==> config.mk <==
export PLATFORM = sky130hd
export DESIGN_NAME = sts_cell
export DESIGN_NICKNAME = d
export VERILOG_FILES = /design/src/hdl/sorted_table_insert_search_assert.svh /design/src/hdl/sts_pkg.sv /design/src/hdl/sts_cell.sv
export SDC_FILE = /design/constraint.sdc
export NUM_CORES = 1
export LEC_CHECK = 0
export BUFFER_PORTS_ARGS = -buffer_cell sky130_fd_sc_hd__buf_2
export CORE_ASPECT_RATIO = 1.25
export CORE_UTILIZATION = 30
export CTS_CLUSTER_DIAMETER = 60
export DETAILED_ROUTE_END_ITERATION = 12
export PLACE_DENSITY = 0.68
export SLEW_MARGIN = 20
export SYNTH_ARGS = -nofsm -noshare
export SYNTH_HDL_FRONTEND = slang
export SYNTH_SLANG_ARGS = --single-unit
==> constraint.sdc <==
create_clock -name clk -period 1.9 [get_ports clk]
set_input_delay 0.095 -clock clk [delete_from_list [all_inputs] [get_ports clk]]
set_output_delay 0.095 -clock clk [all_outputs]
set_load 0.01 [all_outputs]
==> src/hdl/sorted_table_insert_search_assert.svh <==
// -----------------------------------------------------------------------------
// Sorted table assertion macros
// Shared property forms for the sorted table checks.
// -----------------------------------------------------------------------------
`ifndef SORTED_TABLE_INSERT_SEARCH_ASSERT_SVH
`define SORTED_TABLE_INSERT_SEARCH_ASSERT_SVH

// Same-cycle implication, disabled during reset.
`define STS_ASSERT_IMPLY(lbl, clk_s, rstn_s, ante, cons) \
  lbl: assert property (@(posedge clk_s) disable iff (!(rstn_s)) (ante) |-> (cons)) \
    else $error("sorted table check failed");

// Next-cycle implication, disabled during reset.
`define STS_ASSERT_NEXT(lbl, clk_s, rstn_s, ante, cons) \
  lbl: assert property (@(posedge clk_s) disable iff (!(rstn_s)) (ante) |=> (cons)) \
    else $error("sorted table check failed");

`endif

==> src/hdl/sts_pkg.sv <==
// -----------------------------------------------------------------------------
// Sorted table package
// Depth, derived widths, codes and transaction types of the sorted table.
// -----------------------------------------------------------------------------
`timescale 1ns / 1ps

package sts_pkg;

  localparam int TABLE_DEPTH = 256;
  localparam int IDX_W       = (TABLE_DEPTH > 2) ? $clog2(TABLE_DEPTH) : 1;
  localparam int CNT_W       = $clog2(TABLE_DEPTH + 1);
  // compare width for cell position against count and the 8-bit read index
  localparam int CMP_W       = (CNT_W > 8) ? CNT_W : 9;

  typedef enum logic [1:0] {
    MODE_INSERT = 2'd0,
    MODE_SEARCH = 2'd1,
    MODE_READ   = 2'd2,
    MODE_CLEAR  = 2'd3
  } mode_t;

  typedef enum logic [2:0] {
    ST_OK        = 3'd0,
    ST_NOT_FOUND = 3'd1,
    ST_DUPLICATE = 3'd2,
    ST_FULL      = 3'd3,
    ST_BAD_INDEX = 3'd4
  } status_t;

  typedef struct packed {
    logic [1:0]         mode;
    logic signed [31:0] value;
    logic [7:0]         index;
  } in_item_t;

  typedef struct packed {
    logic [2:0]         status;
    logic [7:0]         position;
    logic signed [31:0] entry_value;
    logic [8:0]         entry_count;
  } out_item_t;

  // broadcast from the controller to every cell
  typedef struct packed {
    logic               cap;        // capture compare flags
    logic signed [31:0] cmp_value;
    logic [7:0]         rd_index;
    logic               shift;      // commit an insert
    logic signed [31:0] ins_value;
    logic [CNT_W-1:0]   count;
  } cell_bcast_t;

  // reduced chain flags handed to the controller
  typedef struct packed {
    logic               dup;
    logic               rd_hit;
    logic [IDX_W-1:0]   at_pos;
    logic [IDX_W-1:0]   dup_pos;
    logic signed [31:0] rd_value;
  } enc_t;

endpackage

==> src/hdl/sts_cell.sv <==
// -----------------------------------------------------------------------------
// Sorted table cell
// Holds one entry; compares against the broadcast value and shifts right.
// -----------------------------------------------------------------------------
`timescale 1ns / 1ps

module sts_cell import sts_pkg::*; (
  input  logic               clk,
  input  cell_bcast_t        bcast,
  input  logic [CMP_W-1:0]   cell_pos,
  input  logic               left_ge,
  input  logic signed [31:0] left_entry,
  output logic               ge,
  output logic               bnd,
  output logic               eq,
  output logic               sel,
  output logic signed [31:0] entry
);

  logic               occ;
  logic               ge_r;
  logic               eq_r;
  logic               sel_r;
  logic signed [31:0] entry_r;
  logic signed [31:0] entry_nxt;

  assign occ = cell_pos < CMP_W'(bcast.count);

  // empty cells count as larger than anything
  always_ff @(posedge clk) begin
    if (bcast.cap) begin
      ge_r  <= !occ || (entry_r > bcast.cmp_value);
      eq_r  <= occ && (entry_r == bcast.cmp_value);
      sel_r <= occ && (cell_pos == CMP_W'(bcast.rd_index));
    end
  end

  always_comb begin
    if (left_ge) begin
      entry_nxt = left_entry;
    end else if (ge_r) begin
      entry_nxt = bcast.ins_value;
    end else begin
      entry_nxt = entry_r;
    end
  end

  always_ff @(posedge clk) begin
    if (bcast.shift) begin
      entry_r <= entry_nxt;
    end
  end

  assign ge    = ge_r;
  assign bnd   = ge_r && !left_ge;
  assign eq    = eq_r;
  assign sel   = sel_r;
  assign entry = entry_r;

endmodule

== Yosys cells after proc, flatten, opt, wreduce, memory -nomap -nowiden ==
Index checks and enable logic that the tools add are counted.

* Add/sub/neg operators: 0
* Multipliers: 0
* Divide/modulo/power cells: 0
* Magnitude comparators: 2
* Equal/unequal tests: 2
* Shift operators: 0
* Mux-type cells: 2
* Bitwise operators: 0
* Reductions and logical operators: 8

{| class="wikitable"
|+ Operators by type and width
! cell !! count
|-
| 32-bit 2-to-1 mux || 2
|-
| 32-bit equality test || 1
|-
| 32-bit greater-than comparator || 1
|-
| 9-bit by 8-bit equality test with 1-bit output || 1
|-
| 9-bit < comparator || 1
|-
| 1-bit logical AND || 3
|-
| 1-bit logical NOT || 2
|-
| 2-bit AND reduction || 1
|-
| 2-bit nonzero test || 1
|-
| 1-bit logical OR || 1
|}

* Register bits: 35
* Latch bits: 0
* Memory bits (writable): 0
* ROM bits: 0
* Input port bits: 126
* Output and inout bits: 36
* Word-level logic and storage cells: 18
* Memories: 0

== Logic depth before layout (Yosys ltp) ==
Gate-level depths: netlist of run 1.

* Word-level depth: 3
* Depth in mapped cells: 7
* Gate-level depth less buffers: 7

== Worst setup path before layout of run 1 ==
Ideal clock, no wire load.

* Path kind: flip-flop to flip-flop
* Start point: register entry_r[30] (netlist: entry[30])
* End point: register ge_r (netlist: ge) (data pin)
* Library setup time: 261 ps
* Arrival: 1640 ps
* Required time: 1639 ps
* Setup slack: -1 ps
* Cell stages (with the launch flop): 7
* Buffers on the path: 0
* Clock period less this slack: 1901 ps
* Cells stage by stage: edfxtp_1 ha_1 nand4_2 nor4_4 and3_2 a211o_1 o211ai_2

* Cells in the longest elaborated chain, start to end: 2

{| class="wikitable"
|+ RTL lines
! item !! line !! text
|-
| start, declared || sts_cell.sv:24 || <nowiki>logic signed [31:0] entry_r;</nowiki>
|-
| start signal, assigned || sts_cell.sv:50 || <nowiki>entry_r <= entry_nxt;</nowiki>
|-
| 32-bit greater-than comparator || sts_cell.sv:32 || <nowiki>ge_r <= !occ || (entry_r > bcast.cmp_value);</nowiki>
|-
| 1-bit logical OR || sts_cell.sv:32 ||
|-
| end signal, assigned || sts_cell.sv:32 ||
|-
| end, declared || sts_cell.sv:21 || <nowiki>logic ge_r;</nowiki>
|}

Every way passes these cells.
A chain may end at the register's enable or synchronous reset.

== Worst setup path after layout of run 1 ==
* Start point: register entry_r[14] (netlist: entry[14])
* End point: register ge_r (netlist: ge) (data pin)

Same word-level chain as after synthesis.

==> summary.md, run 1 <==
| Metric | Value |
|---|---|
| Final Hold Vio Count | `0` |
| Dominant cell type by area after synthesis | `edfxtp_1` |
| Setup violations, final | `1` |
| Mean Syn Cell Area | `11.4 sq um` |
| Arr. time, crit path | `2060 ps` |
| Number of global-route vias before repair | `2481` |
| Num ports | `162` |
| Share of the synthesized area in the top cell type | `0.399` |
| Fillers | `793` |
| Max cap viols | `0` |
| Cell family with most CP delay | `compound AO/OA/AOI/OAI gates` |
| Drt pass-1 iters | `4` |
| Starting density of the core | `0.315` |
| Async SR Flop Fraction | `0` |
| Worst-case vdd ir drop | `251 uV` |
| Setup WS pre-CTS | `-91.6 ps` |
| Cts bufs inserted | `5` |
| Area contributors post-synth | `edfxtp_1 (40%), ha_1 (19%), mux2_2 (14%), inv_1 (6.1%), a21oi_1 (2.5%)` |
| Number of core rows | `37` |
| Clk_lat worst skew | `290 ps` |
| DRC Markers | `0` |
| Final min period | `1920 ps` |
| # hold bufs at CTS | `0` |
| WL final | `roughly 7.2 mm` |
| Total design power | `about 0.0022 W` |
| Deepest clock path buffer count | `2` |
| CP Max Fanout | `3` |
| Clk_skew | `7.98 ps` |
| EDFF count, synth | `35` |
| Die Width | `85.8 um` |
| Worst path slowest cell | `edfxtp_1` |
| Slew HR | `0.752` |
| Synth warn | `0` |
| RSZ-0062 raised after global routing | `true` |
| Clk sink count | `35` |
| Post-Place Cell Area | `3660 sq um` |
| Crit-path cells | `ha_4 -> nand4_4 -> nor4_4 -> a21bo_1 -> o211a_1 -> o211ai_2` |
| Vias | `2381` |
| Leakage | `1.97 nW` |
| Sequential element share of the synthesized area | `0.399` |
| Routed WL per cell | `roughly 14 um` |
| PwrDens | `approximately 550 nW/um^2` |
| Core area | `roughly 8400 sq um` |
| Final Cycle Share | `1.01` |
| Final HPWL DP | `5.95 mm` |
| R2R Setup Slk | `-20 ps` |
| Worst Setup Path Type | `reg2reg` |
| TritonCTS clock tree | `built` |
| Largest net degree at the start of global routing | `29` |
| Initial DRC Count | `75` |
| Antenna-violating nets left | `0` |
| Nets | `about 580` |
| Area delta synth->final | `50.3%` |
| Hold Path Class | `in2reg` |
| Syn Nets | `398` |
| Buf+Inv Stages, Crit Path | `0` |
| Worst setup EP type | `flop` |
| Distinct cell type count of the synthesized netlist | `37` |
| Run status | `complete, but fails checks` |
| Clock-pin slew on the worst setup and hold paths | `70 ps` |
| Main synth FF type | `edfxtp_1` |
| DIE AREA | `9170 sq um` |
| FF+latch count, synth | `35` |
| Max Freq | `roughly 520 MHz` |
| Post-route cell area | `3960 sq um` |
| Required @ worst endpoint | `between 2000 and 2500 ps` |
| Root Driver | `clkbuf_8` |
| Pins Over Slew Limit | `0` |
| Die Ht | `107 um` |
| Post-Synthesis Cells | `232` |
| GRT overflow | `0` |
| PnR worst setup slack | `-20.8 ps` |
| Placer Congestion | `0.770` |
| Failing checks | `negative setup slack` |
| Synthesized area | `2640 sq um` |
| Hold Slack | `65.6 ps` |
| Crit-path max cell delay | `440 ps` |
| Startpoint Class | `flop` |
| IO buf count | `roughly 160` |
| Worst slew pin tran | `368 ps` |
| Setup TNS | `-20.8 ps` |
| Initial antenna violation count | `0` |
| H-tree levels | `2` |
| Gr usage total | `0.163` |
| Via-to-Cell Ratio | `4.48` |
| First-pass GRT wire length | `about 11 mm` |
| N_diodes | `0` |
| Layout cells sized above 1 | `0.570` |
[cells by family (layout without fill, tap and decap cells)]
family / after synthesis / count (layout) / synth area share
XOR/XNOR: 8 / 8 / 0.0266
multiplexers: 32 / 32 / 0.137
AND/OR/NAND/NOR: 33 / 33 / 0.0854
flip-flops: 35 / 35 / 0.399
AO/OA/AOI/OAI: 37 / 37 / 0.0945
adder cells (fa/ha/maj): 40 / 40 / 0.190
buffers and inverters: 47 / 229 / 0.0683
[path summary, 6_finish.rpt]
check | startpoint | to | cells past startpoint
worst min register to register | ge | entry[23] | 1
worst min-delay path | bcast[82] | sel | 1
worst max-delay path | entry[14] | ge | 6
worst max register to register | entry[14] | ge | 6
[worst reg2reg max path, stage by stage (launching register included)]
cell and delay, ps:
edfxtp_1 440, ha_4 310, nand4_4 120, nor4_4 320, a21bo_1 250, o211a_1 160
o211ai_2 160
[layer usage]
layer | vias up | GRT usage | wire, um
met5 | - | 0 | 0
met4 | 0 | 0.0643 | 157
met3 | 11 | 0.0239 | 301
met2 | 81 | 0.319 | 4000
met1 | 1081 | 0.172 | 2790
li1 | 1208 | - | -
[registers in the layout, summed over array words and instances (netlist names)]
register	flops
sel	1
eq	1
entry	32
ge	1
[what timing repair did]
| action | in CTS | in global routing |
|---|---|---|
| setup buffers | 3 | 5 |
| endpoints found under the setup margin | 1 | 1 |
| resized for setup | 10 | 7 |
| pin swaps | 11 | 4 |
[synthesized netlist by cell type, types with 2 or more instances]
library cell and instances:
a211oi_1 3, a21oi_1 13, buf_2 3, edfxtp_1 35, ha_1 40, inv_1 43, mux2_2 32, nand2_1 7
nand3_1 4, nand4_1 4, nand4_2 3, nor2_1 4, nor2b_1 2, nor4_1 2, nor4_4 2, o21a_1 4
o21ai_0 5, xnor2_1 3, xor2_1 5
[metrics by stage]
stage	cells	utilization
floorplan	232	-
global placement	515	0.437
detailed placement	515	0.437
CTS	526	0.462
global route	531	0.473
finish	531	0.473
[cell type report]
type | count | area [sq um] | area share
multi-input cells | 150 | 1560 | 0.395
clock inverters | 1 | 5.00 | 0.00126
repair buffers | 178 | 958 | 0.242
inverters | 43 | 161 | 0.0407
clock buffers | 7 | 76.3 | 0.0193
flip-flops and latches | 35 | 1050 | 0.265
well taps | 117 | 146 | 0.0369
[report_power, final]
| group | internal (W) | switching (W) |
|---|---|---|
| logic | 0.000370 | 0.000329 |
| clock network | 0.000257 | 0.000270 |
| registers | 0.000928 | 0.0000368 |
[layout by cell type (no fill, tap or decap), types with 5 or more instances in the layout]
master | synthesis | layout
buf_2 | 3 | 161
inv_1 | 43 | 43
edfxtp_1 | 35 | 35
mux2_2 | 32 | 32
ha_1 | 40 | 31
buf_4 | 0 | 15
a21oi_1 | 13 | 13
ha_4 | 0 | 9
nand2_1 | 7 | 7
xor2_1 | 5 | 5
clkbuf_8 | 0 | 5
Power figures use the tool's default switching activity.
==> run 2: changes to the inputs <==
- CAP_MARGIN: unset -> 10
- CELL_PAD_IN_SITES_DETAIL_PLACEMENT: unset -> 1
- CELL_PAD_IN_SITES_GLOBAL_PLACEMENT: unset -> 1
- CORE_UTILIZATION: 30 -> 29
- PLACE_DENSITY: 0.68 -> 0.84
==> run 2 against run 1 <==
Compared with the run above: clock skew down 3.2 ps; combinational power down 1%; the run still ends with negative setup slack left; core utilization down 2.8 points.
==> summary.md, run 2 (same netlist as run 1, synthesis figures left out) <==
| Metric | Value |
|---|---|
| Failing checks | `negative setup slack` |
| Final Hold Vio Count | `0` |
| DRC Markers | `0` |
| GR Layer Usage met1 | `0.152` |
| Core area | `8750 sq um` |
| GRT overflow | `0` |
| WL final | `8.03 mm` |
| Nets | `between 500 and 600` |
| Clk_lat worst skew | `280 ps` |
| Clk sink count | `35` |
| Largest net degree at the start of global routing | `34` |
| Setup violations, final | `1` |
| First-pass GRT wire length | `roughly 12 mm` |
| Max cap viols | `0` |
| Die Ht | `109 um` |
| Fin cells | `about 530` |
| Required @ worst endpoint | `1930 ps` |
| Via-to-Cell Ratio | `4.67` |
| Worst slew pin tran | `~450 ps` |
| Arr. time, crit path | `1990 ps` |
| Placer Congestion | `0.723` |
| Initial DRC Count | `67` |
| Routed WL per cell | `about 15 um` |
| Worst-case vdd ir drop | `roughly 200 uV` |
| Number of core rows | `38` |
| Max FFs per register | `32` |
| Num ports | `162` |
| H-tree levels | `2` |
| Fillers | `1062` |
| # hold bufs at CTS | `0` |
| Dpl cells | `517` |
| Vias | `around 2500` |
| RSZ-0062 raised after global routing | `true` |
| Worst setup EP type | `flop` |
| Pins Over Slew Limit | `0` |
| DIE AREA | `~9500 sq um` |
| Leakage | `1.92 nW` |
| Cts bufs inserted | `5` |
| Clk_skew | `4.75 ps` |
| Hold Path Class | `in2reg` |
| Hold Slack | `roughly 80 ps` |
| Commonest non-fill, non-tap cell in the layout | `buf_2` |
| Initial antenna violation count | `0` |
| Layout cells sized above 1 | `0.565` |
| Area delta synth->final | `47.7%` |
| CP Max Fanout | `4` |
| Root Driver | `clkbuf_8` |
| Number of global-route vias before repair | `2836` |
| Final min period | `1950 ps` |
| Worst Setup Path Type | `reg2reg` |
| PnR worst setup slack | `-54.8 ps` |
| Commonest non-fill, non-tap cells in the layout | `buf_2 (161), inv_1 (43), edfxtp_1 (35), mux2_2 (32), ha_1 (31)` |
| Deepest clock path buffer count | `2` |
| Clock-pin slew on the worst setup and hold paths | `about 70 ps` |
| N_diodes | `0` |
| Antenna-violating nets left | `0` |
| Met3 usage | `0.0282` |
| IO buf count | `between 150 and 200` |
| PwrDens | `563 nW/um^2` |
| Die Width | `87.3 um` |
| Drt pass-1 iters | `4` |
| Slew HR | `0.700` |
| Startpoint Class | `flop` |
| GR Util met2 | `0.374` |
| TritonCTS clock tree | `built` |
| Run status | `complete, but fails checks` |
| Layer with the highest usage | `met2` |
| Max Freq | `512 MHz` |
| Starting density of the core | `0.301` |
| Final Cycle Share | `1.03` |
| Final HPWL DP | `6.72 mm` |
| Gr usage total | `0.172` |
## run 2: stage by stage
step / setup TNS [ps] / utilization / instance area, sq um / setup slack, ps / power (W)
2_1_floorplan: 0 / - / 2640 / 3.08 / 0.00130
3_3_place_gp: -80.8 / 0.415 / 3630 / -80.8 / 0.00158
3_5_place_dp: -111 / 0.415 / 3630 / -111 / 0.00161
4_1_cts: -16.5 / 0.442 / 3860 / -16.5 / 0.00221
5_1_grt: -136 / 0.445 / 3890 / -136 / 0.00233
6_report: -54.8 / 0.445 / 3890 / -54.8 / 0.00219
## run 2: final cells by class
cell class	instances	area, sq um	share of cell area
multi-input cells	150	1570	0.402
flip-flops and latches	35	1050	0.270
repair buffers	171	885	0.227
inverters	43	161	0.0415
well taps	120	150	0.0386
clock buffers	7	76.3	0.0196
clock inverters	1	5.00	0.00129
## run 2: final timing paths
path	from	slack, ps	endpoint	cells past startpoint
setup / recovery	entry[17]	-50	ge	6
hold / removal	bcast[82]	80	ge	1
setup reg to reg	entry[17]	-50	ge	6
hold reg to reg	entry[15]	940	ge	4
## run 2: per-layer routing
layer,share of wire,vias to the layer above,wire (um)
met2,0.60,92,4790
met4,0.017,0,136
met1,0.33,1171,2670
li1,-,1189,-
met3,0.054,11,430
met5,0,-,0
## run 2: repair_timing
action,CTS,global route
buffers inserted,2,0
gates resized for setup,15,3
pin swaps,12,1
endpoints found under the hold margin,0,0
endpoints found under the setup margin,1,1
## run 2: worst max-delay path: stages (launching register included)
cell and delay (ps):
edfxtp_1 440, ha_4 300, nand4_1 150, nor4_4 390
and3_4 240, a211o_1 100, o211ai_2 80
## run 2: power breakdown
| group | switching (W) | internal [W] | total (W) |
|---|---|---|---|
| clock | 0.000274 | 0.000258 | 0.000532 |
| combinational | 0.000334 | 0.000358 | 0.000692 |
| sequential | 0.0000388 | 0.000928 | 0.000967 |
| total | 0.000647 | 0.00154 | 0.00219 |
==> run 3: changes to the inputs <==
- CTS_CLUSTER_SIZE: unset -> 10
- SETUP_SLACK_MARGIN: unset -> 0.1
==> run 3 against run 2 <==
Compared with the run above: clock power increased by 27%; final area is 0.35% lower; combinational power is 3% lower; die area unchanged; sequential power barely moved; critical path depth unchanged; highest routed layer unchanged; count of clock-buffer cells in the layout down 2; the flow still finishes with violations (negative setup slack).
==> summary.md, run 3 (same netlist as run 1, synthesis figures left out) <==
| Metric | Value |
|---|---|
| Max FFs per register | `32` |
| TritonCTS clock tree | `built` |
| Run status | `complete, but fails checks` |
| PnR worst setup slack | `-69.3 ps` |
| First-pass GRT wire length | `12.5 mm` |
| Deepest clock path buffer count | `2` |
| CP Max Fanout | `4` |
| Register area | `1050 sq um` |
| Fin cells | `~530` |
| Internal | `around 0.0017 W` |
| Die Ht | `between 100 and 150 um` |
| Clock-pin slew on the worst setup and hold paths | `around 80 ps` |
| H-tree levels | `2` |
| GRT overflow | `0` |
| WL final | `8.17 mm` |
| Area delta synth->final | `47.2%` |
| Failing checks | `negative setup slack` |
| Antenna-violating nets left | `0` |
| Num ports | `162` |
| Worst Setup Path Type | `reg2reg` |
| Leakage | `1.93 nW` |
| Clock network power share | `0.292` |
| Combinational share of power | `0.291` |
| Final Hold Vio Count | `0` |
| Fin util | `0.444` |
| Slew HR | `0.773` |
| Setup violations, final | `1` |
| RSZ-0062 raised after global routing | `true` |
| Commonest non-fill, non-tap cells in the layout | `buf_2 (161), inv_1 (43), edfxtp_1 (35), mux2_2 (32), ha_1 (32)` |
| Sequential fraction of design power | `0.417` |
| Setup WS pre-CTS | `-97.5 ps` |
| Starting density of the core | `0.301` |
| Worst-case vdd ir drop | `281 uV` |
| Gr usage total | `0.176` |
| Commonest non-fill, non-tap cell in the layout | `buf_2` |
| Fillers | `1065` |
| Vias | `approximately 2400` |
| Routed WL per cell | `approximately 16 um` |
| N_diodes | `0` |
| Via-to-Cell Ratio | `4.66` |
| Hold Path Class | `in2reg` |
| Nets | `570` |
| # hold bufs at CTS | `0` |
| Placer Congestion | `0.744` |
| Number of core rows | `38` |
| Final HPWL DP | `slightly below 7 mm` |
| Largest net degree at the start of global routing | `27` |
| Arr. time, crit path | `2100 ps` |
| Pins Over Slew Limit | `0` |
| Worst slew pin tran | `339 ps` |
| Final Cycle Share | `1.04` |
| Die Width | `87.3 um` |
| Root Driver | `clkbuf_8` |
| PwrDens | `a little under 600 nW/um^2` |
| Max Freq | `508 MHz` |
| DIE AREA | `9480 sq um` |
| Worst setup EP type | `flop` |
| Drt pass-1 iters | `3` |
| Net Switching | `0.000657 W` |
| DRC Markers | `0` |
| Number of global-route vias before repair | `2721` |
| Clk_skew | `10.7 ps` |
| Core area | `8750 sq um` |
| IO buf count | `161` |
| Required @ worst endpoint | `2040 ps` |
| Area of the multi-input gates | `1530 sq um` |
| Clk_lat worst skew | `just under 300 ps` |
| Max cap viols | `0` |
| Cts bufs inserted | `5` |
| Layout cells sized above 1 | `0.556` |
| Initial antenna violation count | `0` |
| Initial DRC Count | `49` |
| Final min period | `between 1500 and 2000 ps` |
| Startpoint Class | `flop` |
| Switching part of the total | `0.284` |
| Dpl cells | `~500` |
| Clk sink count | `35` |
[run 3: layout make-up]
cell class                      instances  share of cell area
Inverter                               43              0.0416
Timing Repair Buffer                  169               0.226
Multi-Input combinational cell        150               0.395
Clock buffer                            5              0.0177
Tap cell                              120              0.0387
Sequential cell                        35               0.271
Clock inverter                          3              0.0100
[run 3: worst max-delay path, cell delays in order (launching register included)]
cell,delay [ps]
edfxtp_1,450
ha_4,320
nand4_4,100
nor4_4,400
a21bo_1,250
o211a_1,140
o211ai_2,140
[run 3: metrics by stage]
step / setup TNS (ps) / instance area (sq um) / hold WS [ps] / power, W
6_report: -69.3 / 3880 / 54.8 / 0.00231
5_1_grt: -156 / 3880 / 48.0 / 0.00244
4_1_cts: -78.7 / 3830 / 50.2 / 0.00233
3_5_place_dp: -97.5 / 3650 / 350 / 0.00161
3_3_place_gp: -15.1 / 3650 / 350 / 0.00158
2_1_floorplan: 0 / 2650 / 207 / 0.00131
[run 3: timing repair]
action                                  CTS  global route
gates resized for setup                   6             4
pin swaps                                 7             3
endpoints found under the setup margin    2             2
buffers inserted                          1             1
[run 3: path summary, 6_finish.rpt]
kind	start	to	slack (ps)	cells past startpoint
worst max-delay path	entry[15]	ge	-70	6
worst max register to register	entry[15]	ge	-70	6
worst min-delay path	bcast[82]	ge	50	1
worst min register to register	ge	entry[18]	830	2
[run 3: power by group through the flow]
stage	Combinational [W]	Sequential, W	Clock, W
2_1_floorplan	0.000303	0.00100	0
3_3_place_gp	0.000603	0.000972	0
4_1_cts	0.000671	0.000963	0.000694
3_5_place_dp	0.000635	0.000977	0
6_report	0.000673	0.000964	0.000677
5_1_grt	0.000749	0.000971	0.000722
[run 3: per-layer routing]
| metal | share of wire | track usage | vias to the layer above |
|---|---|---|---|
| met5 | 0 | 0 | - |
| li1 | - | - | 1186 |
| met3 | 0.048 | 0.0260 | 23 |
| met2 | 0.57 | 0.366 | 103 |
| met4 | 0.035 | 0.0878 | 0 |
| met1 | 0.35 | 0.160 | 1137 |
